<file path="src/design/lcp_pkg.sv">
package lcp_pkg;

  localparam int LINE_CAPACITY = 64;
  localparam int CNT_W         = $clog2(LINE_CAPACITY);
  localparam int MAG_W         = 10;
  localparam int ACC_W         = 14;

  localparam logic [MAG_W-1:0] MAG_LIMIT       = MAG_W'(999);
  localparam logic [7:0]       MAX_ANGLE_RESET = 8'd180;

  localparam logic [7:0] CH_LF    = 8'h0A;
  localparam logic [7:0] CH_CR    = 8'h0D;
  localparam logic [7:0] CH_TAB   = 8'h09;
  localparam logic [7:0] CH_SPACE = 8'h20;
  localparam logic [7:0] CH_PLUS  = 8'h2B;
  localparam logic [7:0] CH_COMMA = 8'h2C;
  localparam logic [7:0] CH_MINUS = 8'h2D;
  localparam logic [7:0] CH_ZERO  = 8'h30;
  localparam logic [7:0] CH_NINE  = 8'h39;
  localparam logic [7:0] CH_C     = 8'h43;
  localparam logic [7:0] CH_T     = 8'h54;
  localparam logic [7:0] CH_NUL   = 8'h00;

  typedef enum logic [2:0] {
    ST_ACCEPTED  = 3'd0,
    ST_RANGE     = 3'd1,
    ST_FORMAT    = 3'd2,
    ST_TELEMETRY = 3'd3,
    ST_UNKNOWN   = 3'd4,
    ST_OVERFLOW  = 3'd5
  } status_t;

  typedef enum logic [9:0] {
    PH_LETTER  = 10'b00_0000_0001,
    PH_COMMA1  = 10'b00_0000_0010,
    PH_PAN_WS  = 10'b00_0000_0100,
    PH_PAN_SGN = 10'b00_0000_1000,
    PH_PAN_DIG = 10'b00_0001_0000,
    PH_COMMA2  = 10'b00_0010_0000,
    PH_TLT_WS  = 10'b00_0100_0000,
    PH_TLT_SGN = 10'b00_1000_0000,
    PH_TLT_DIG = 10'b01_0000_0000,
    PH_FAIL    = 10'b10_0000_0000
  } phase_t;

  function automatic logic is_blank(input logic [7:0] c);
    return (c == CH_SPACE) || (c >= CH_TAB && c <= CH_CR);
  endfunction

  function automatic logic is_digit(input logic [7:0] c);
    return (c >= CH_ZERO) && (c <= CH_NINE);
  endfunction

  // v*10 + digit, saturated
  function automatic logic [MAG_W-1:0] accumulate(input logic [MAG_W-1:0] v,
                                                  input logic [7:0] c);
    logic [ACC_W-1:0] n;
    n = ACC_W'(v) * ACC_W'(10) + ACC_W'(c[3:0]);
    return (n > ACC_W'(MAG_LIMIT)) ? MAG_LIMIT : n[MAG_W-1:0];
  endfunction

  function automatic logic angle_ok(input logic [MAG_W-1:0] mag, input logic neg,
                                    input logic [7:0] max_angle);
    return !(neg && mag != '0) && (mag <= MAG_W'(max_angle));
  endfunction

endpackage

</file>
<file path="src/design/line_command_parser_core.sv">
// path: an accepted byte waits in the input register; its result is then registered in the
//   output register, once that register is free or its result is taken
// throughput: one byte per cycle; the input register keeps taking a byte while a
//   result waits, and stalls only when both registers are full and the result is held
// reset (rst_n low, synchronous): line state cleared, parser back to expecting 'C',
//   max_angle back to 180, input and output registers empty
module line_command_parser_core (
  input  logic       clk,
  input  logic       rst_n,
  input  logic       cfg_wr_en,
  input  logic [7:0] cfg_wr_data,
  input  logic       in_valid,
  output logic       in_stall,
  input  logic [7:0] in_rx_byte,
  output logic       out_valid,
  input  logic       out_stall,
  output logic [2:0] out_status,
  output logic [7:0] out_pan_angle,
  output logic [7:0] out_tilt_angle
);
  import lcp_pkg::*;

  logic [7:0]       max_angle_r;
  logic             s1_valid_r;
  logic [7:0]       s1_byte_r;

  logic [CNT_W-1:0] byte_count_r, byte_count_nxt;
  logic [CNT_W-1:0] vis_len_r, vis_len_nxt;
  logic [7:0]       first_char_r, first_char_nxt;
  phase_t           phase_r, phase_nxt;
  logic [MAG_W-1:0] pan_r, pan_nxt;
  logic [MAG_W-1:0] tilt_r, tilt_nxt;
  logic [1:0]       sign_r, sign_nxt;
  logic             zero_seen_r, zero_seen_nxt;

  logic             out_valid_r;
  status_t          out_status_r;
  logic [7:0]       out_pan_r, out_tilt_r;

  logic             out_free, fire, in_accept;
  logic             res_valid;
  status_t          res_status;
  logic [7:0]       res_pan, res_tilt;
  logic [7:0]       c;

  assign out_free  = !out_valid_r || !out_stall;
  assign fire      = s1_valid_r && out_free;
  assign in_stall  = s1_valid_r && !out_free;
  assign in_accept = in_valid && !in_stall;
  assign c         = s1_byte_r;

  always_comb begin
    byte_count_nxt = byte_count_r;
    vis_len_nxt    = vis_len_r;
    first_char_nxt = first_char_r;
    phase_nxt      = phase_r;
    pan_nxt        = pan_r;
    tilt_nxt       = tilt_r;
    sign_nxt       = sign_r;
    zero_seen_nxt  = zero_seen_r;
    res_valid      = 1'b0;
    res_status     = ST_UNKNOWN;
    res_pan        = '0;
    res_tilt       = '0;

    if (c == CH_LF || c == CH_CR) begin
      if (byte_count_r != '0) begin
        if (vis_len_r >= CNT_W'(2)) begin
          res_valid = 1'b1;
          if (first_char_r == CH_C) begin
            if (phase_r == PH_TLT_DIG) begin
              if (angle_ok(pan_r, sign_r[0], max_angle_r) &&
                  angle_ok(tilt_r, sign_r[1], max_angle_r)) begin
                res_status = ST_ACCEPTED;
                res_pan    = pan_r[7:0];
                res_tilt   = tilt_r[7:0];
              end else begin
                res_status = ST_RANGE;
              end
            end else begin
              res_status = ST_FORMAT;
            end
          end else if (first_char_r == CH_T) begin
            res_status = ST_TELEMETRY;
          end
        end
        byte_count_nxt = '0;
        vis_len_nxt    = '0;
        first_char_nxt = '0;
        phase_nxt      = PH_LETTER;
        pan_nxt        = '0;
        tilt_nxt       = '0;
        sign_nxt       = '0;
        zero_seen_nxt  = 1'b0;
      end
    end else if (byte_count_r == CNT_W'(LINE_CAPACITY - 1)) begin
      // buffer full: drop the byte and restart the line
      res_valid      = 1'b1;
      res_status     = ST_OVERFLOW;
      byte_count_nxt = '0;
      vis_len_nxt    = '0;
      first_char_nxt = '0;
      phase_nxt      = PH_LETTER;
      pan_nxt        = '0;
      tilt_nxt       = '0;
      sign_nxt       = '0;
      zero_seen_nxt  = 1'b0;
    end else begin
      byte_count_nxt = byte_count_r + CNT_W'(1);
      if (!zero_seen_r) begin
        if (c == CH_NUL) begin
          zero_seen_nxt = 1'b1;
        end else begin
          if (vis_len_r == '0) first_char_nxt = c;
          vis_len_nxt = vis_len_r + CNT_W'(1);
          unique case (phase_r) inside
            PH_LETTER: phase_nxt = (c == CH_C) ? PH_COMMA1 : PH_FAIL;
            PH_COMMA1: phase_nxt = (c == CH_COMMA) ? PH_PAN_WS : PH_FAIL;
            PH_PAN_WS, PH_PAN_SGN: begin
              if (phase_r == PH_PAN_WS && is_blank(c)) begin
                phase_nxt = PH_PAN_WS;
              end else if (phase_r == PH_PAN_WS && (c == CH_PLUS || c == CH_MINUS)) begin
                if (c == CH_MINUS) sign_nxt[0] = 1'b1;
                phase_nxt = PH_PAN_SGN;
              end else if (is_digit(c)) begin
                pan_nxt   = accumulate(pan_r, c);
                phase_nxt = PH_PAN_DIG;
              end else begin
                phase_nxt = PH_FAIL;
              end
            end
            PH_PAN_DIG: begin
              if (is_digit(c)) pan_nxt = accumulate(pan_r, c);
              else phase_nxt = (c == CH_COMMA) ? PH_TLT_WS : PH_FAIL;
            end
            PH_COMMA2: phase_nxt = (c == CH_COMMA) ? PH_TLT_WS : PH_FAIL;
            PH_TLT_WS, PH_TLT_SGN: begin
              if (phase_r == PH_TLT_WS && is_blank(c)) begin
                phase_nxt = PH_TLT_WS;
              end else if (phase_r == PH_TLT_WS && (c == CH_PLUS || c == CH_MINUS)) begin
                if (c == CH_MINUS) sign_nxt[1] = 1'b1;
                phase_nxt = PH_TLT_SGN;
              end else if (is_digit(c)) begin
                tilt_nxt  = accumulate(tilt_r, c);
                phase_nxt = PH_TLT_DIG;
              end else begin
                phase_nxt = PH_FAIL;
              end
            end
            // trailing text after the tilt number is ignored
            PH_TLT_DIG: if (is_digit(c)) tilt_nxt = accumulate(tilt_r, c);
            default:    phase_nxt = PH_FAIL;
          endcase
        end
      end
    end
  end

  always_ff @(posedge clk) begin
    if (!rst_n) begin
      max_angle_r  <= MAX_ANGLE_RESET;
      s1_valid_r   <= 1'b0;
      byte_count_r <= '0;
      vis_len_r    <= '0;
      first_char_r <= '0;
      phase_r      <= PH_LETTER;
      pan_r        <= '0;
      tilt_r       <= '0;
      sign_r       <= '0;
      zero_seen_r  <= 1'b0;
      out_valid_r  <= 1'b0;
    end else begin
      if (cfg_wr_en) max_angle_r <= cfg_wr_data;
      if (in_accept) s1_valid_r <= 1'b1;
      else if (fire) s1_valid_r <= 1'b0;
      if (fire) begin
        byte_count_r <= byte_count_nxt;
        vis_len_r    <= vis_len_nxt;
        first_char_r <= first_char_nxt;
        phase_r      <= phase_nxt;
        pan_r        <= pan_nxt;
        tilt_r       <= tilt_nxt;
        sign_r       <= sign_nxt;
        zero_seen_r  <= zero_seen_nxt;
        out_valid_r  <= res_valid;
      end else if (!out_stall) begin
        out_valid_r  <= 1'b0;
      end
    end
  end

  always_ff @(posedge clk) begin
    if (in_accept) s1_byte_r <= in_rx_byte;
    if (fire && res_valid) begin
      out_status_r <= res_status;
      out_pan_r    <= res_pan;
      out_tilt_r   <= res_tilt;
    end
  end

  assign out_valid      = out_valid_r;
  assign out_status     = out_status_r;
  assign out_pan_angle  = out_pan_r;
  assign out_tilt_angle = out_tilt_r;

  // angles only leave the block with an accepted command
  a_angles_zero: assert property (@(posedge clk) disable iff (!rst_n)
    out_valid_r && out_status_r != ST_ACCEPTED |-> out_pan_r == '0 && out_tilt_r == '0)
    else $error("angles nonzero on a non-accepted result");

  // a zero byte is always counted in the line
  a_zero_counted: assert property (@(posedge clk) disable iff (!rst_n)
    zero_seen_r |-> byte_count_r != '0)
    else $error("zero byte seen on an empty line");

  // visible length never runs past the stored byte count
  a_vis_len: assert property (@(posedge clk) disable iff (!rst_n)
    vis_len_r <= byte_count_r)
    else $error("visible length exceeds byte count");

  // the input register only stalls while a result is held back
  a_stall_cause: assert property (@(posedge clk) disable iff (!rst_n)
    in_stall |-> out_valid_r && out_stall)
    else $error("input stalled without a pending result");

endmodule

</file>
<file path="config.mk">
export PLATFORM = sky130hd
export DESIGN_NAME = line_command_parser_core
export DESIGN_NICKNAME = d
export VERILOG_FILES = /design/src/design/lcp_pkg.sv /design/src/design/line_command_parser_core.sv
export SDC_FILE = /design/constraint.sdc
export NUM_CORES = 1
export LEC_CHECK = 0
export BUFFER_PORTS_ARGS = -buffer_cell sky130_fd_sc_hd__buf_2
export CAP_MARGIN = 20
export CORE_ASPECT_RATIO = 0.6
export CORE_MARGIN = 2
export CORE_UTILIZATION = 56
export DETAILED_ROUTE_END_ITERATION = 10
export PLACE_DENSITY = 0.86
export REMOVE_ABC_BUFFERS = 1
export SYNTH_ARGS = -nofsm -noshare
export SYNTH_HDL_FRONTEND = slang
export SYNTH_SLANG_ARGS = --single-unit
</file>
<file path="constraint.sdc">
create_clock -name clk -period 8.7 [get_ports clk]
set_input_delay 1.74 -clock clk [delete_from_list [all_inputs] [get_ports clk]]
set_output_delay 1.74 -clock clk [all_outputs]
set_load 0.02 [all_outputs]
</file>
==> results.json <==
{
  "outcome": "finished clean",
  "cts_buffer_depth": 2,
  "power_density_nw_per_um2": 135,
  "antenna_cells": 0,
  "rsz0062_at_grt": "false",
  "finalSetupViolations": 0,
  "grt_start_max_net_pins": 27,
  "async_flop_share": 0,
  "drive_gt1_frac": 0.103,
  "crit_arrival_ns": 2.21,
  "vias_per_cell": 6.36,
  "cp-end-kind": "output pin",
  "grt_pass1_vias": 5340,
  "placed_cells": 848,
  "fin_nets": 805,
  "fin_area_um2": 6620,
  "r2r_start": "c[2]",
  "final_cells": 865,
  "crit_type": "in2out",
  "initial_core_util": 0.573,
  "cts_hold_buf": 0,
  "port_buffers": 41,
  "netlist_area_um2": 6050,
  "max_cap_violations": 0,
  "core_um2": 10600,
  "hp-class": "reg2reg",
  "clkLatencyLatePin_ns": 0.35,
  "synth_top_area_frac": 0.205,
  "max_freq_mhz": 253,
  "postRouteAntennaNets": 0,
  "drc": 0,
  "p_int_mw": 0.681,
  "cts_sinks": 89,
  "post-dp-hpwl_mm": 11.4,
  "antenna_found_initial": 0,
  "final.setup.tns_ns": 0,
  "avgSynthCellArea_um2": 8.68,
  "clk_pin_slew_ns": 0.06,
  "ys_ff_latch": 89,
  "post_cts_buffers": 0,
  "switchingPower_mw": 0.216,
  "fin_skew_ns": 0.00572,
  "clkPwrFrac": 0.419,
  "placed_area_um2": 6320,
  "num_vias": 5505,
  "die_h_um": 84.5,
  "min_period_over_period": 0.454,
  "peakVddDrop_mv": 0.122,
  "rows": 29,
  "cts_tree": "built",
  "power_frac_comb": 0.078,
  "area_growth_pct": 9.40,
  "fin_hold_ws_ns": 0.492,
  "hold_viol": 0,
  "firstDrtPassIters": 5,
  "h-tree-depth": 3,
  "post-route-min-period_ns": 3.95,
  "dieArea_um2": 11700,
  "track_usage": 0.267,
  "n_fill_cell": 888,
  "routed_wl_mm": 15.5,
  "worst_pin_slew_ns": 0.874,
  "numCtsBuffers": 9,
  "synth.area.top_cells": "dfxtp_1, edfxtp_1, ha_1, nor2_1, a21oi_1",
  "num_io_pins": 42,
  "grt_overflow": 0,
  "min_from": "sign_r[0]",
  "maxSlewHeadroom": 0.415,
  "cts-root-buf": "clkbuf_16",
  "grt_pass1_wl_mm": 25.5,
  "drtIter0Drc": 660,
  "cp-startpoint": "out_stall",
  "synth-edff-count": 27,
  "ys_seq_area_frac": 0.339,
  "ys_types": 71,
  "netlist_instances": 697,
  "final_util": 0.627,
  "gp_congestion": 0.914,
  "cts_resized": 0,
  "cp_data_required_time_ns": 6.96,
  "critical_path_peak_fanout": 3,
  "crit_path_start_kind": "input port",
  "yosysWarnings": 0,
  "slew_viol_final": 0,
  "swShare": 0.241,
  "leakage_nw": 2.81,
  "die_w_um": 138,
  "yosysTopAreaCell": "dfxtp_1",
  "drt-wirelength-per-cell_um": 17.9,
  "synthFlopType": "dfxtp_1",
  "rrSetupSlack_ns": 5.04,
  "power_frac_seq": 0.503
}
[flip-flops by register name (all words and copies together), names as in the netlist, 8 cells and up]
name,cells
pan_r,10
tilt_r,10
phase_r,9
c,8
first_char_r,8
max_angle_r,8
out_pan_angle,8
out_tilt_angle,8
[stage by stage]
step | setup WS, ns | power, mW
floorplan | 4.93 | 0.502
global placement | 4.76 | 0.522
detailed placement | 4.64 | 0.527
CTS | 4.75 | 0.898
global route | 4.62 | 0.930
finish | 4.75 | 0.897
[area by class of cell]
class | instances | area (µm²) | area share
Timing Repair Buffer | 42 | 220 | 0.0333
Multi-Input combinational cell | 549 | 3770 | 0.570
Sequential cell | 89 | 2050 | 0.310
Tap cell | 139 | 174 | 0.0263
Clock inverter | 4 | 23.8 | 0.00359
Inverter | 30 | 113 | 0.0170
Clock buffer | 12 | 268 | 0.0404
[cell families (layout without fill, tap and decap cells)]
logic type | count (synthesis) | count (layout) | share of synthesized area
muxes | 6 | 6 | 0.00992
AOI/OAI and AO/OA | 161 | 161 | 0.181
xor gates and xnor gates | 34 | 34 | 0.0492
and+or+nand+nor | 285 | 285 | 0.247
DFF | 89 | 89 | 0.339
adders and majority gates | 63 | 63 | 0.135
buffers and inverters | 59 | 88 | 0.0382
[cell usage after synthesis, drive strengths merged, types with 2 or more instances]
master / number
a211o: 2
a211oi: 6
a21o: 4
a21oi: 43
a22oi: 11
a31oi: 10
a32oi: 7
and2: 23
and3: 6
and4: 2
buf: 9
clkbuf: 20
dfxtp: 62
edfxtp: 27
fa: 4
ha: 59
inv: 29
mux2i: 6
nand2: 48
nand2b: 11
nand3: 18
nand3b: 9
nand4: 11
nand4b: 4
nor2: 77
nor2b: 18
nor3: 18
nor3b: 3
nor4: 20
nor4b: 4
o2111ai: 2
o211ai: 9
o21a: 11
o21ai: 34
o21bai: 3
o221ai: 2
o22ai: 2
o41ai: 2
or2: 4
or3: 3
or4b: 4
xnor2: 14
xor2: 20
[per-layer routing]
| metal | vias up | share of wire | global-route usage |
|---|---|---|---|
| li1 | 2606 | - | - |
| met1 | 2583 | 0.44 | 0.354 |
| met2 | 279 | 0.46 | 0.443 |
| met3 | 37 | 0.076 | 0.0496 |
| met4 | 0 | 0.022 | 0.0909 |
| met5 | - | 0 | 0 |
[final timing paths]
path         cells after the start   endpoint
min                              2  sign_r[0]
max                              3   in_stall
min reg2reg                      2  sign_r[0]
max reg2reg                      7   pan_r[6]
[power groups by stage]
stage               clock, mW  sequential [mW]  combinational [mW]
floorplan                   0            0.454              0.0479
global route            0.401            0.452              0.0775
CTS                     0.379            0.450              0.0684
finish                  0.376            0.451              0.0700
detailed placement          0            0.459              0.0678
global placement            0            0.458              0.0636
[layout by cell type (no fill, tap or decap), types with 20 or more instances in the layout]
master / netlist / layout
nor4_1: 20 / 20
nand2_1: 48 / 48
xor2_1: 20 / 20
edfxtp_1: 27 / 27
and2_1: 21 / 21
buf_2: 5 / 41
dfxtp_1: 62 / 62
inv_1: 29 / 29
o21ai_0: 34 / 34
nor2_1: 76 / 75
a21oi_1: 42 / 42
ha_1: 59 / 59
[worst max-delay path, cell delays in order]
cell    delay (ns)
buf_2         0.11
and3_1        0.20
buf_2         0.16
Note: power is estimated with default switching activity, not from simulation.
